**config.mk**
```make
export PLATFORM = sky130hd
export DESIGN_NAME = cpu8_alu_register_execute_core_flat
export DESIGN_NICKNAME = d
export VERILOG_FILES = /design/src/design/c8alu_pkg.sv /design/src/design/c8alu_intf.sv /design/src/design/c8alu_exec.sv /design/src/design/cpu8_alu_register_execute_core.sv /design/src/flat_wrapper.sv
export VERILOG_INCLUDE_DIRS = /design/src /design/src/design
export SDC_FILE = /design/constraint.sdc
export NUM_CORES = 1
export LEC_CHECK = 0
export BUFFER_PORTS_ARGS = -buffer_cell sky130_fd_sc_hd__buf_4
export CAP_MARGIN = 20
export CORE_ASPECT_RATIO = 1.25
export CORE_UTILIZATION = 55
export DETAILED_ROUTE_END_ITERATION = 7
export PLACE_DENSITY = 0.83
export SLEW_MARGIN = 20
export SYNTH_ARGS = -nofsm -noshare
export SYNTH_HDL_FRONTEND = slang
export SYNTH_HIERARCHICAL = 1
export SYNTH_SLANG_ARGS = --single-unit
export TNS_END_PERCENT = 30
```
**constraint.sdc**
```tcl
create_clock -name clk_i -period 4.6 [get_ports clk_i]
set_input_delay 0 -clock clk_i [delete_from_list [all_inputs] [get_ports clk_i]]
set_output_delay 0 -clock clk_i [all_outputs]
set_load 0.02 [all_outputs]
```
**src/design/assert_macros.svh**
```systemverilog
// assertion macros used by the execute core
// no dependencies; include by bare file name
`ifndef ASSERT_MACROS_SVH
`define ASSERT_MACROS_SVH
`ifndef SYNTHESIS
`define C8_ASSERT(lbl, clk, rst_n, prop, msg) \
  lbl: assert property (@(posedge clk) disable iff (!rst_n) prop) else $error(msg);
`define C8_ASSERT_ALWAYS(lbl, clk, prop, msg) \
  lbl: assert property (@(posedge clk) prop) else $error(msg);
`else
`define C8_ASSERT(lbl, clk, rst_n, prop, msg)
`define C8_ASSERT_ALWAYS(lbl, clk, prop, msg)
`endif
`endif

```
**src/design/c8alu_pkg.sv**
```systemverilog
// types and constants of the 8-bit execute unit
// no dependencies
package c8alu_pkg;

  typedef enum logic [5:0] {
    OP_LDA = 6'd0,  OP_LDX = 6'd1,  OP_LDY = 6'd2,  OP_TAX = 6'd3,
    OP_TAY = 6'd4,  OP_TXA = 6'd5,  OP_TYA = 6'd6,  OP_TSX = 6'd7,
    OP_TXS = 6'd8,  OP_AND = 6'd9,  OP_EOR = 6'd10, OP_ORA = 6'd11,
    OP_BIT = 6'd12, OP_ADC = 6'd13, OP_SBC = 6'd14, OP_CMP = 6'd15,
    OP_CPX = 6'd16, OP_CPY = 6'd17, OP_STA = 6'd18, OP_STX = 6'd19,
    OP_STY = 6'd20, OP_INC = 6'd21, OP_INX = 6'd22, OP_INY = 6'd23,
    OP_DEC = 6'd24, OP_DEX = 6'd25, OP_DEY = 6'd26, OP_ASL = 6'd27,
    OP_LSR = 6'd28, OP_ROL = 6'd29, OP_ROR = 6'd30, OP_CLC = 6'd31,
    OP_CLD = 6'd32, OP_CLI = 6'd33, OP_CLV = 6'd34, OP_SEC = 6'd35,
    OP_SED = 6'd36, OP_SEI = 6'd37
  } op_e;

  // status bit positions
  localparam int unsigned FLAG_C = 0;
  localparam int unsigned FLAG_Z = 1;
  localparam int unsigned FLAG_I = 2;
  localparam int unsigned FLAG_D = 3;
  localparam int unsigned FLAG_U = 5;
  localparam int unsigned FLAG_V = 6;
  localparam int unsigned FLAG_N = 7;

  localparam logic [7:0] SP_RESET    = 8'hFD;
  localparam logic [7:0] FLAGS_RESET = 8'h24;

  typedef struct packed {
    logic [7:0] acc;
    logic [7:0] x;
    logic [7:0] y;
    logic [7:0] sp;
    logic [7:0] flags;
  } arch_t;

  typedef struct packed {
    logic [7:0] mem_data;
    logic       mem_write;
    logic [7:0] flags_out;
    logic [7:0] acc_out;
    logic [7:0] x_out;
    logic [7:0] y_out;
  } res_t;

endpackage

```
**src/design/c8alu_intf.sv**
```systemverilog
// valid/ready channel interfaces of the execute unit
// no dependencies
interface c8alu_in_if;
  logic       valid;
  logic       ready;
  logic [5:0] op;
  logic [7:0] operand;
  logic       on_accumulator;

  modport source (output valid, op, operand, on_accumulator, input ready);
  modport sink (input valid, op, operand, on_accumulator, output ready);
endinterface

interface c8alu_out_if;
  logic       valid;
  logic       ready;
  logic [7:0] mem_data;
  logic       mem_write;
  logic [7:0] flags_out;
  logic [7:0] acc_out;
  logic [7:0] x_out;
  logic [7:0] y_out;

  modport source (output valid, mem_data, mem_write, flags_out, acc_out, x_out, y_out,
                  input ready);
  modport sink (input valid, mem_data, mem_write, flags_out, acc_out, x_out, y_out,
                output ready);
endinterface

```
**src/design/c8alu_exec.sv**
```systemverilog
// combinational execute logic: next register state and result word
// depends on c8alu_pkg
module c8alu_exec import c8alu_pkg::*; (
  input  arch_t      st_i,
  input  logic [5:0] op_i,
  input  logic [7:0] operand_i,
  input  logic       on_acc_i,
  output arch_t      st_o,
  output res_t       res_o
);

  function automatic logic [7:0] set_nz(input logic [7:0] f, input logic [7:0] v);
    logic [7:0] r;
    r = f;
    r[FLAG_Z] = (v == 8'h00);
    r[FLAG_N] = v[7];
    return r;
  endfunction

  op_e        op;
  logic [7:0] addend;
  logic [8:0] sum;
  logic       add_v;
  logic [7:0] cmp_reg;
  logic [8:0] diff;
  logic [7:0] sh_src;
  logic [7:0] sh_res;
  logic       sh_c;
  logic [7:0] inc_m;
  logic [7:0] dec_m;
  arch_t      st;
  logic [7:0] wdata;
  logic       wen;

  assign op = op_e'(op_i);

  // sbc is adc of the inverted operand
  assign addend = (op == OP_SBC) ? ~operand_i : operand_i;
  assign sum    = {1'b0, st_i.acc} + {1'b0, addend} + {8'h00, st_i.flags[FLAG_C]};
  assign add_v  = ~(st_i.acc[7] ^ addend[7]) & (st_i.acc[7] ^ sum[7]);

  assign cmp_reg = (op == OP_CPX) ? st_i.x : ((op == OP_CPY) ? st_i.y : st_i.acc);
  assign diff    = {1'b0, cmp_reg} - {1'b0, operand_i};

  assign inc_m = operand_i + 8'd1;
  assign dec_m = operand_i - 8'd1;

  assign sh_src = on_acc_i ? st_i.acc : operand_i;

  always_comb begin
    unique case (op)
      OP_ASL: begin
        sh_res = {sh_src[6:0], 1'b0};
        sh_c   = sh_src[7];
      end
      OP_LSR: begin
        sh_res = {1'b0, sh_src[7:1]};
        sh_c   = sh_src[0];
      end
      OP_ROL: begin
        sh_res = {sh_src[6:0], st_i.flags[FLAG_C]};
        sh_c   = sh_src[7];
      end
      default: begin
        sh_res = {st_i.flags[FLAG_C], sh_src[7:1]};
        sh_c   = sh_src[0];
      end
    endcase
  end

  always_comb begin
    st    = st_i;
    wdata = 8'h00;
    wen   = 1'b0;
    unique case (op)
      OP_LDA: begin
        st.acc   = operand_i;
        st.flags = set_nz(st_i.flags, operand_i);
      end
      OP_LDX: begin
        st.x     = operand_i;
        st.flags = set_nz(st_i.flags, operand_i);
      end
      OP_LDY: begin
        st.y     = operand_i;
        st.flags = set_nz(st_i.flags, operand_i);
      end
      OP_TAX: begin
        st.x     = st_i.acc;
        st.flags = set_nz(st_i.flags, st_i.acc);
      end
      OP_TAY: begin
        st.y     = st_i.acc;
        st.flags = set_nz(st_i.flags, st_i.acc);
      end
      OP_TXA: begin
        st.acc   = st_i.x;
        st.flags = set_nz(st_i.flags, st_i.x);
      end
      OP_TYA: begin
        st.acc   = st_i.y;
        st.flags = set_nz(st_i.flags, st_i.y);
      end
      OP_TSX: begin
        st.x     = st_i.sp;
        st.flags = set_nz(st_i.flags, st_i.sp);
      end
      OP_TXS: st.sp = st_i.x;
      OP_AND: begin
        st.acc   = st_i.acc & operand_i;
        st.flags = set_nz(st_i.flags, st_i.acc & operand_i);
      end
      OP_EOR: begin
        st.acc   = st_i.acc ^ operand_i;
        st.flags = set_nz(st_i.flags, st_i.acc ^ operand_i);
      end
      OP_ORA: begin
        st.acc   = st_i.acc | operand_i;
        st.flags = set_nz(st_i.flags, st_i.acc | operand_i);
      end
      OP_BIT: begin
        st.flags[FLAG_Z] = ((st_i.acc & operand_i) == 8'h00);
        st.flags[FLAG_N] = operand_i[7];
        st.flags[FLAG_V] = operand_i[6];
      end
      OP_ADC, OP_SBC: begin
        st.acc           = sum[7:0];
        st.flags         = set_nz(st_i.flags, sum[7:0]);
        st.flags[FLAG_C] = sum[8];
        st.flags[FLAG_V] = add_v;
      end
      OP_CMP, OP_CPX, OP_CPY: begin
        st.flags[FLAG_C] = ~diff[8];
        st.flags[FLAG_Z] = (cmp_reg == operand_i);
        st.flags[FLAG_N] = diff[7];
      end
      OP_STA: begin
        wdata = st_i.acc;
        wen   = 1'b1;
      end
      OP_STX: begin
        wdata = st_i.x;
        wen   = 1'b1;
      end
      OP_STY: begin
        wdata = st_i.y;
        wen   = 1'b1;
      end
      OP_INC: begin
        wdata    = inc_m;
        wen      = 1'b1;
        st.flags = set_nz(st_i.flags, inc_m);
      end
      OP_INX: begin
        st.x     = st_i.x + 8'd1;
        st.flags = set_nz(st_i.flags, st_i.x + 8'd1);
      end
      OP_INY: begin
        st.y     = st_i.y + 8'd1;
        st.flags = set_nz(st_i.flags, st_i.y + 8'd1);
      end
      OP_DEC: begin
        wdata    = dec_m;
        wen      = 1'b1;
        st.flags = set_nz(st_i.flags, dec_m);
      end
      OP_DEX: begin
        st.x     = st_i.x - 8'd1;
        st.flags = set_nz(st_i.flags, st_i.x - 8'd1);
      end
      OP_DEY: begin
        st.y     = st_i.y - 8'd1;
        st.flags = set_nz(st_i.flags, st_i.y - 8'd1);
      end
      OP_ASL, OP_LSR, OP_ROL, OP_ROR: begin
        st.flags         = set_nz(st_i.flags, sh_res);
        st.flags[FLAG_C] = sh_c;
        if (on_acc_i) begin
          st.acc = sh_res;
        end else begin
          wdata = sh_res;
          wen   = 1'b1;
        end
      end
      OP_CLC: st.flags[FLAG_C] = 1'b0;
      OP_CLD: st.flags[FLAG_D] = 1'b0;
      OP_CLI: st.flags[FLAG_I] = 1'b0;
      OP_CLV: st.flags[FLAG_V] = 1'b0;
      OP_SEC: st.flags[FLAG_C] = 1'b1;
      OP_SED: st.flags[FLAG_D] = 1'b1;
      OP_SEI: st.flags[FLAG_I] = 1'b1;
      // unassigned codes leave everything as is
      default: ;
    endcase
  end

  assign st_o            = st;
  assign res_o.mem_data  = wdata;
  assign res_o.mem_write = wen;
  assign res_o.flags_out = st.flags;
  assign res_o.acc_out   = st.acc;
  assign res_o.x_out     = st.x;
  assign res_o.y_out     = st.y;

endmodule

```
**src/design/cpu8_alu_register_execute_core.sv**
```systemverilog
// Execute unit of an 8-bit processor in the 6502 style.
// Input channel in_i carries one word per instruction: op, operand and
// on_accumulator (selects accumulator or memory byte for shifts/rotates).
// Output channel out_o returns one word per instruction: the memory write
// byte and enable (byte is zero when no write), the status byte and the
// accumulator, X and Y after the instruction. The stack pointer is internal.
// An accepted word is held in an input register, then goes through the
// execute logic, and the register file and result register are updated
// together as it moves on into the result register. One word per cycle is
// sustained while the receiver takes results: the input register refills
// in the same cycle it hands its word over.
// When the receiver stalls, the result register holds its word and the
// input register holds one more; ready drops only when both are full.
// Reset clears A, X, Y, sets the stack pointer to 0xFD and the status byte
// to 0x24, and empties both registers.
// Decimal mode is kept as a flag only; add and subtract are binary.
// Depends on c8alu_pkg, c8alu_intf, c8alu_exec and assert_macros.svh.
`include "assert_macros.svh"
module cpu8_alu_register_execute_core import c8alu_pkg::*; (
  input  logic        clk_i,
  input  logic        rst_ni,
  c8alu_in_if.sink    in_i,
  c8alu_out_if.source out_o
);

  logic       s1_valid_q;
  logic [5:0] s1_op_q;
  logic [7:0] s1_operand_q;
  logic       s1_on_acc_q;
  logic       s1_adv;
  logic       in_take;

  arch_t      st_q;
  arch_t      st_d;
  res_t       res_d;
  res_t       res_q;
  logic       out_valid_q;
  logic       out_valid_d;

  assign s1_adv     = s1_valid_q && (!out_valid_q || out_o.ready);
  assign in_i.ready = !s1_valid_q || s1_adv;
  assign in_take    = in_i.valid && in_i.ready;

  always_ff @(posedge clk_i or negedge rst_ni) begin
    if (!rst_ni) begin
      s1_valid_q <= 1'b0;
    end else begin
      s1_valid_q <= in_take || (s1_valid_q && !s1_adv);
    end
  end

  always_ff @(posedge clk_i) begin
    if (in_take) begin
      s1_op_q      <= in_i.op;
      s1_operand_q <= in_i.operand;
      s1_on_acc_q  <= in_i.on_accumulator;
    end
  end

  c8alu_exec u_exec (
    .st_i      (st_q),
    .op_i      (s1_op_q),
    .operand_i (s1_operand_q),
    .on_acc_i  (s1_on_acc_q),
    .st_o      (st_d),
    .res_o     (res_d)
  );

  // architectural registers commit as the word moves into the result register
  always_ff @(posedge clk_i or negedge rst_ni) begin
    if (!rst_ni) begin
      st_q.acc   <= 8'h00;
      st_q.x     <= 8'h00;
      st_q.y     <= 8'h00;
      st_q.sp    <= SP_RESET;
      st_q.flags <= FLAGS_RESET;
    end else if (s1_adv) begin
      st_q <= st_d;
    end
  end

  assign out_valid_d = s1_adv || (out_valid_q && !out_o.ready);

  always_ff @(posedge clk_i or negedge rst_ni) begin
    if (!rst_ni) begin
      out_valid_q <= 1'b0;
    end else begin
      out_valid_q <= out_valid_d;
    end
  end

  always_ff @(posedge clk_i) begin
    if (s1_adv) begin
      res_q <= res_d;
    end
  end

  assign out_o.valid     = out_valid_q;
  assign out_o.mem_data  = res_q.mem_data;
  assign out_o.mem_write = res_q.mem_write;
  assign out_o.flags_out = res_q.flags_out;
  assign out_o.acc_out   = res_q.acc_out;
  assign out_o.x_out     = res_q.x_out;
  assign out_o.y_out     = res_q.y_out;

  `C8_ASSERT(a_adv_gives_result, clk_i, rst_ni, (s1_adv |=> out_valid_q), "result missing after execute")
  `C8_ASSERT(a_no_write_zero, clk_i, rst_ni, ((out_valid_q && !res_q.mem_write) |-> (res_q.mem_data == 8'h00)), "write byte not zero without write")
  `C8_ASSERT(a_sp_only_txs, clk_i, rst_ni, ((st_q.sp != $past(st_q.sp)) |-> $past(s1_adv && (s1_op_q == OP_TXS))), "stack pointer changed without txs")
  `C8_ASSERT(a_unused_flag_set, clk_i, rst_ni, (st_q.flags[FLAG_U] == 1'b1), "unused status bit cleared")

endmodule
```
**src/flat_wrapper.sv**
```systemverilog
// flat-port wrapper written by rule: the top's interface ports become plain ports
module cpu8_alu_register_execute_core_flat import c8alu_pkg::*;
  (clk_i, rst_ni, in_i_valid, in_i_op, in_i_operand, in_i_on_accumulator, in_i_ready, out_o_valid, out_o_mem_data, out_o_mem_write, out_o_flags_out, out_o_acc_out, out_o_x_out, out_o_y_out, out_o_ready);
  c8alu_in_if in_i_i ();
  c8alu_out_if out_o_i ();
  input  logic clk_i;
  input  logic rst_ni;
  input wire logic [$bits(in_i_i.valid)-1:0] in_i_valid;
  input wire logic [$bits(in_i_i.op)-1:0] in_i_op;
  input wire logic [$bits(in_i_i.operand)-1:0] in_i_operand;
  input wire logic [$bits(in_i_i.on_accumulator)-1:0] in_i_on_accumulator;
  output wire logic [$bits(in_i_i.ready)-1:0] in_i_ready;
  output wire logic [$bits(out_o_i.valid)-1:0] out_o_valid;
  output wire logic [$bits(out_o_i.mem_data)-1:0] out_o_mem_data;
  output wire logic [$bits(out_o_i.mem_write)-1:0] out_o_mem_write;
  output wire logic [$bits(out_o_i.flags_out)-1:0] out_o_flags_out;
  output wire logic [$bits(out_o_i.acc_out)-1:0] out_o_acc_out;
  output wire logic [$bits(out_o_i.x_out)-1:0] out_o_x_out;
  output wire logic [$bits(out_o_i.y_out)-1:0] out_o_y_out;
  input wire logic [$bits(out_o_i.ready)-1:0] out_o_ready;
  assign in_i_i.valid = in_i_valid;
  assign in_i_i.op = in_i_op;
  assign in_i_i.operand = in_i_operand;
  assign in_i_i.on_accumulator = in_i_on_accumulator;
  assign in_i_ready = in_i_i.ready;
  assign out_o_valid = out_o_i.valid;
  assign out_o_mem_data = out_o_i.mem_data;
  assign out_o_mem_write = out_o_i.mem_write;
  assign out_o_flags_out = out_o_i.flags_out;
  assign out_o_acc_out = out_o_i.acc_out;
  assign out_o_x_out = out_o_i.x_out;
  assign out_o_y_out = out_o_i.y_out;
  assign out_o_i.ready = out_o_ready;
  cpu8_alu_register_execute_core u_core (.clk_i(clk_i), .rst_ni(rst_ni), .in_i(in_i_i), .out_o(out_o_i));
endmodule
```
* Word level (Yosys, flattened, before mapping)
Index checks and enable logic that the tools add are counted.
** Storage, ports and cells
- Bits of input ports :: 19
- Output and inout bits :: 43
- Bits in registers :: 94
- Logic and storage cells :: 131
** Cells by class
- Equal/unequal tests :: 38
- $add $sub $neg :: 9
- Multiplexer cells :: 20
- Bitwise logic cells :: 9
- Reduce and logical (&&, ||, !) cells :: 39
** Operators by type and width (number)
- $logic_not A8 Y1 :: 16
- $eq A6 B5 Y1 const B :: 16
- $pmux W8 S8 :: 1
- $eq A6 B4 Y1 const B :: 8
- $mux W8 :: 6
- $pmux W8 S6 :: 1
- $pmux W8 S5 :: 1
- $eq A6 B6 Y1 const B :: 6
- $pmux W1 S17 :: 2
- $pmux W8 S4 :: 1
- $add A8 B1 Y8 const B :: 3
- $eq A6 B3 Y1 const B :: 4
- $pmux W8 S3 :: 1
- $sub A8 B1 Y8 const B :: 3
- $eq A6 B2 Y1 const B :: 2
- $add A8 B8 Y9 :: 1
- $add A9 B1 Y9 :: 1
- $sub A8 B8 Y9 :: 1
- $and A8 B8 Y8 :: 1
- $eq A8 B8 Y1 :: 1
- $not A8 Y8 :: 1
- $or A8 B8 Y8 :: 1
- $reduce_or A2 Y1 :: 4
- $reduce_or A4 Y1 :: 2
- other kinds (16) :: 31

* Longest topological paths before layout
- Depth in word-level cells :: 7
- Mapped depth :: 18
- Gate-level depth less buffers :: 16

* Hierarchy
The synthesis kept the hierarchy.
** Modules (own cells, without submodules)
- c8alu_exec :: instances 1, area each 4885.9 um2, cells each 739
- cpu8_alu_register_execute_core :: instances 1, area each 3440.8 um2, cells each 149

* Worst setup path after synthesis
No wires, ideal clock.
- Path type :: flip-flop to flip-flop
- Start :: reg u_core.s1_op_q[1]
- End :: reg u_core/st_q[7] (netlist bit)
- Data required time :: 4475 ps
- Stages on the path, launching flop included :: 17
- Data arrival time :: 3555 ps
- Slack :: 920 ps
- Setup time :: 125 ps
- Buffers on the path :: 3
- Clock period less this slack :: 3680 ps
- Cells stage by stage :: edfxtp_1 -> clkbuf_1 -> nor2_1 -> nand3_1 -> clkbuf_1 -> nor2_1 -> a21oi_1 -> o21ai_0 -> ha_1 -> a21o_1 -> a221o_1 -> a31oi_1 -> xnor2_1 -> a2111oi_0 -> a31oi_1 -> buf_4 -> mux2_2
** RTL lines
- from (decl) :: RTL line cpu8_alu_register_execute_core.sv:27 : logic [5:0] s1_op_q;
- from (signal assigned) :: RTL line cpu8_alu_register_execute_core.sv:54 : s1_op_q <= in_i.op;
- to (signal assigned) :: RTL line cpu8_alu_register_execute_core.sv:78 : st_q <= st_d;
- to (decl) :: RTL line cpu8_alu_register_execute_core.sv:33 : arch_t st_q;

==> impl_metrics.py <==
metrics = {
    "grt": {
        "grt_max_degree": 43,
        "antenna_found_initial": 0,
        "grt_pass1_wl_mm": 42.5,
        "gr-total-overflow": 0,
        "grt_usage": 0.361,
        "grt_pass1_vias": 7261,
    },
    "synthesis": {
        "yosysUniqueCellTypes": 79,
        "netlist_area_mm2": 0.00833,
        "synthesis.nets": 955,
        "yosysTopAreaCell": "edfxtp_1",
        "synth_seq_area_share": 0.330,
        "synthTopCellsByCount": "nand2_1, edfxtp_1, nor2_1",
        "yosys_most_used_dff": "edfxtp_1",
        "syn-instance-count": 888,
        "ys.warnings.count": 6,
        "async_flop_share": 0.429,
        "synth_most_common_cell": "nand2_1",
        "yosysTopAreaCellShare": 0.202,
        "yosys_register_bits": 98,
        "synth-edff-count": 56,
        "syn_avg_cell_area_um2": 9.38,
        "ys_top_cells_by_area": "edfxtp_1, dfrtp_1, mux2_4",
    },
    "clock_tree": {
        "cts_buffer_depth": 2,
        "clock_sinks": 98,
        "clk_latency_ns": 0.36,
        "clkTransAtPathRegs_ns": 0.07,
        "cts_resized": 0,
        "cts_buffers": 9,
        "cts_root_buffer": "clkbuf_16",
        "h-tree-depth": 3,
        "tritoncts": "built",
    },
    "timing": {
        "finalMaxSlewViolations": 0,
        "period_needed_ns": 4.27,
        "fin_skew_ns": 0.0111,
        "fmax_mhz": 234,
        "fin_crit_sh": 0.927,
        "tns_ns": 0,
        "hold_violations": 0,
        "slew_headroom": 0.396,
        "worst_slew_pin_slew_ns": 0.898,
        "rsz0062_at_grt": "false",
        "setup_ws_ns": 0.334,
        "fin_hold_ws_ns": 0.185,
        "setup_violations": 0,
    },
    "layout": {
        "fin_area_mm2": 0.00916,
        "area_growth_pct": 10.0,
        "final_util": 0.628,
        "layout-drive-gt1-share": 0.200,
        "n_antenna_cell": 0,
        "layout.nets": 975,
    },
    "placement": {
        "portBuffers": 61,
        "pre_cts_ws_ns": 0.449,
        "placed_cell_area_mm2": 0.00865,
        "globalplace.congestion": 1.07,
        "place_hpwl_mm": 19.3,
    },
    "worst_setup_path": {
        "slowest_delay_ns": 0.65,
        "crit_slowest_cell": "edfxtp_1",
        "reg2reg_to": "u_core/st_q[0]",
        "cp-end-kind": "flip-flop",
        "startpoint_type": "flip-flop",
        "worst_ep_arrival_time_ns": 4.51,
        "worstPathCellList": "nand2_1 -> nor3_1 -> nand2_1 -> xnor2_1 -> fa_1 -> fa_1 -> a21oi_1 -> o21ai_0 -> o21ai_0 -> nand2b_1 -> a21o_1 -> a21oi_1 -> o211ai_1 -> mux2_4",
        "critPathRequiredTime_ns": 4.84,
        "cp_max_fo": 17,
        "reg2regPathDepth": 14,
        "path_class": "reg2reg",
        "reg2reg_from": "u_core/s1_op_q[3]",
        "r2r_setup_slack_ns": 0.33,
    },
    "floorplan": {
        "die_area_mm2": 0.0156,
        "die_y_um": 140,
        "ios": 62,
        "start_util": 0.571,
        "core-area_mm2": 0.0146,
        "die_x_um": 112,
        "row_count": 49,
    },
    "route": {
        "vias": 7578,
        "dr.first_iter.drc_count": 911,
        "drt_pass1_iterations": 8,
        "antenna_left": 0,
        "drc": 4,
        "routedWlPerCell_um": 25.2,
        "drt_wl_total_mm": 27.5,
        "viasPerCell": 6.95,
    },
    "status": {
        "status": "finished with violations",
        "violations": "DRC",
    },
    "pwr": {
        "p_leak_nw": 3.72,
        "ir_drop_uv": 277,
        "p_per_area_mw_per_mm2": 494,
    },
    "worst_hold_path": {
        "hold_path_class": "in2async",
    },
    "flow_run": {
        "cap_violations": 0,
    },
}
[placed cells by master, fill, tap and decap left out, types with 26 or more instances in the layout]
master,count
a21oi_1,31
buf_4,89
dfrtp_1,33
edfxtp_1,56
ha_1,46
inv_1,26
mux2_4,39
nand2_1,76
nand3_1,42
nor2_1,56
nor3_1,27
o21ai_0,49
xnor2_1,37
[through the flow]
stage,power (mW),cells
floorplan,3.08,888
global placement,3.56,1056
detailed placement,3.61,1056
CTS,4.45,1091
global route,4.74,1091
finish,4.53,1091
[kinds of logic (layout without fill, tap and decap cells)]
kind of cell	after synthesis	after routing	synth area share
adder cells (fa/ha/maj)	48	48	0.0739
XOR/XNOR	49	49	0.0515
AO/OA/AOI/OAI	198	198	0.167
AND/OR/NAND/NOR	306	306	0.189
flip-flops	98	98	0.330
buffers and inverters	129	154	0.0820
multiplexers	60	60	0.107
[area by class of cell]
cell class / count / area (um2)
fill: 1236 / 5430
multi-input combinational: 661 / 4900
sequential: 98 / 2740
timing repair buffer: 108 / 858
clock buffer: 12 / 268
tap: 178 / 223
inverter: 30 / 113
clock inverter: 4 / 56.3
[flip-flops by register name, indices dropped and copies added (netlist names)]
name / flops
u_core/out_o.valid: 1
u_core/s1_on_acc_q: 1
u_core/out_o.mem_write: 1
u_core/s1_operand_q: 8
u_core/out_o.y_out: 8
u_core/out_o.mem_data: 8
u_core/st_q: 40
u_core/s1_valid_q: 1
u_core/s1_op_q: 6
u_core/out_o.flags_out: 8
u_core/out_o.acc_out: 8
u_core/out_o.x_out: 8
[metal layers]
layer  wire [um]  part of all wire  track usage  vias up
li1            -                 -            -     3321
met3        2880              0.10       0.0788      172
met2       12600              0.46        0.571      547
met4        2000             0.073        0.260        0
met1       10000              0.36        0.436     3538
met5           0                 0            0        -
[what timing repair did]
item / 4_1_cts / 5_1_grt
hold endpoints to repair: 50 / 0
setup endpoints to repair: 0 / 0
buffers inserted: 0 / 0
hold buffers: 19 / 0
[how the worst max path moves through the flow]
| stage | start | end | slack (ns) | cells past startpoint |
|---|---|---|---|---|
| after floorplan | u_core/s1_op_q[1] | u_core/st_q[7] | 0.92 | 16 |
| after global placement | u_core/s1_op_q[3] | u_core/st_q[0] | 0.68 | 14 |
| after detailed placement | u_core/s1_op_q[3] | u_core/st_q[0] | 0.45 | 14 |
| after CTS | u_core/s1_op_q[3] | u_core/st_q[0] | 0.45 | 14 |
| after global routing | u_core/s1_op_q[3] | u_core/st_q[39] | 0.02 | 13 |
| final | u_core/s1_op_q[3] | u_core/st_q[0] | 0.33 | 14 |
[critical path, delay by kind of cell, from the launching register on]
kind,cells,cell delay (ns)
flip-flops,1,0.65
AO/OA/AOI/OAI,6,1.00
XOR/XNOR,1,0.25
adder cells (fa/ha/maj),2,0.89
AND/OR/NAND/NOR,4,1.04
multiplexers,1,0.30
[power by group]
group | switching [mW] | internal, mW | total [mW] | leakage (nW)
Sequential | 0.445 | 1.19 | 1.63 | 1.06
Combinational | 1.15 | 0.925 | 2.08 | 2.50
Clock | 0.343 | 0.474 | 0.816 | 0.159
Total | 1.94 | 2.59 | 4.53 | 3.72
Note: power is estimated with default switching activity, not from simulation.
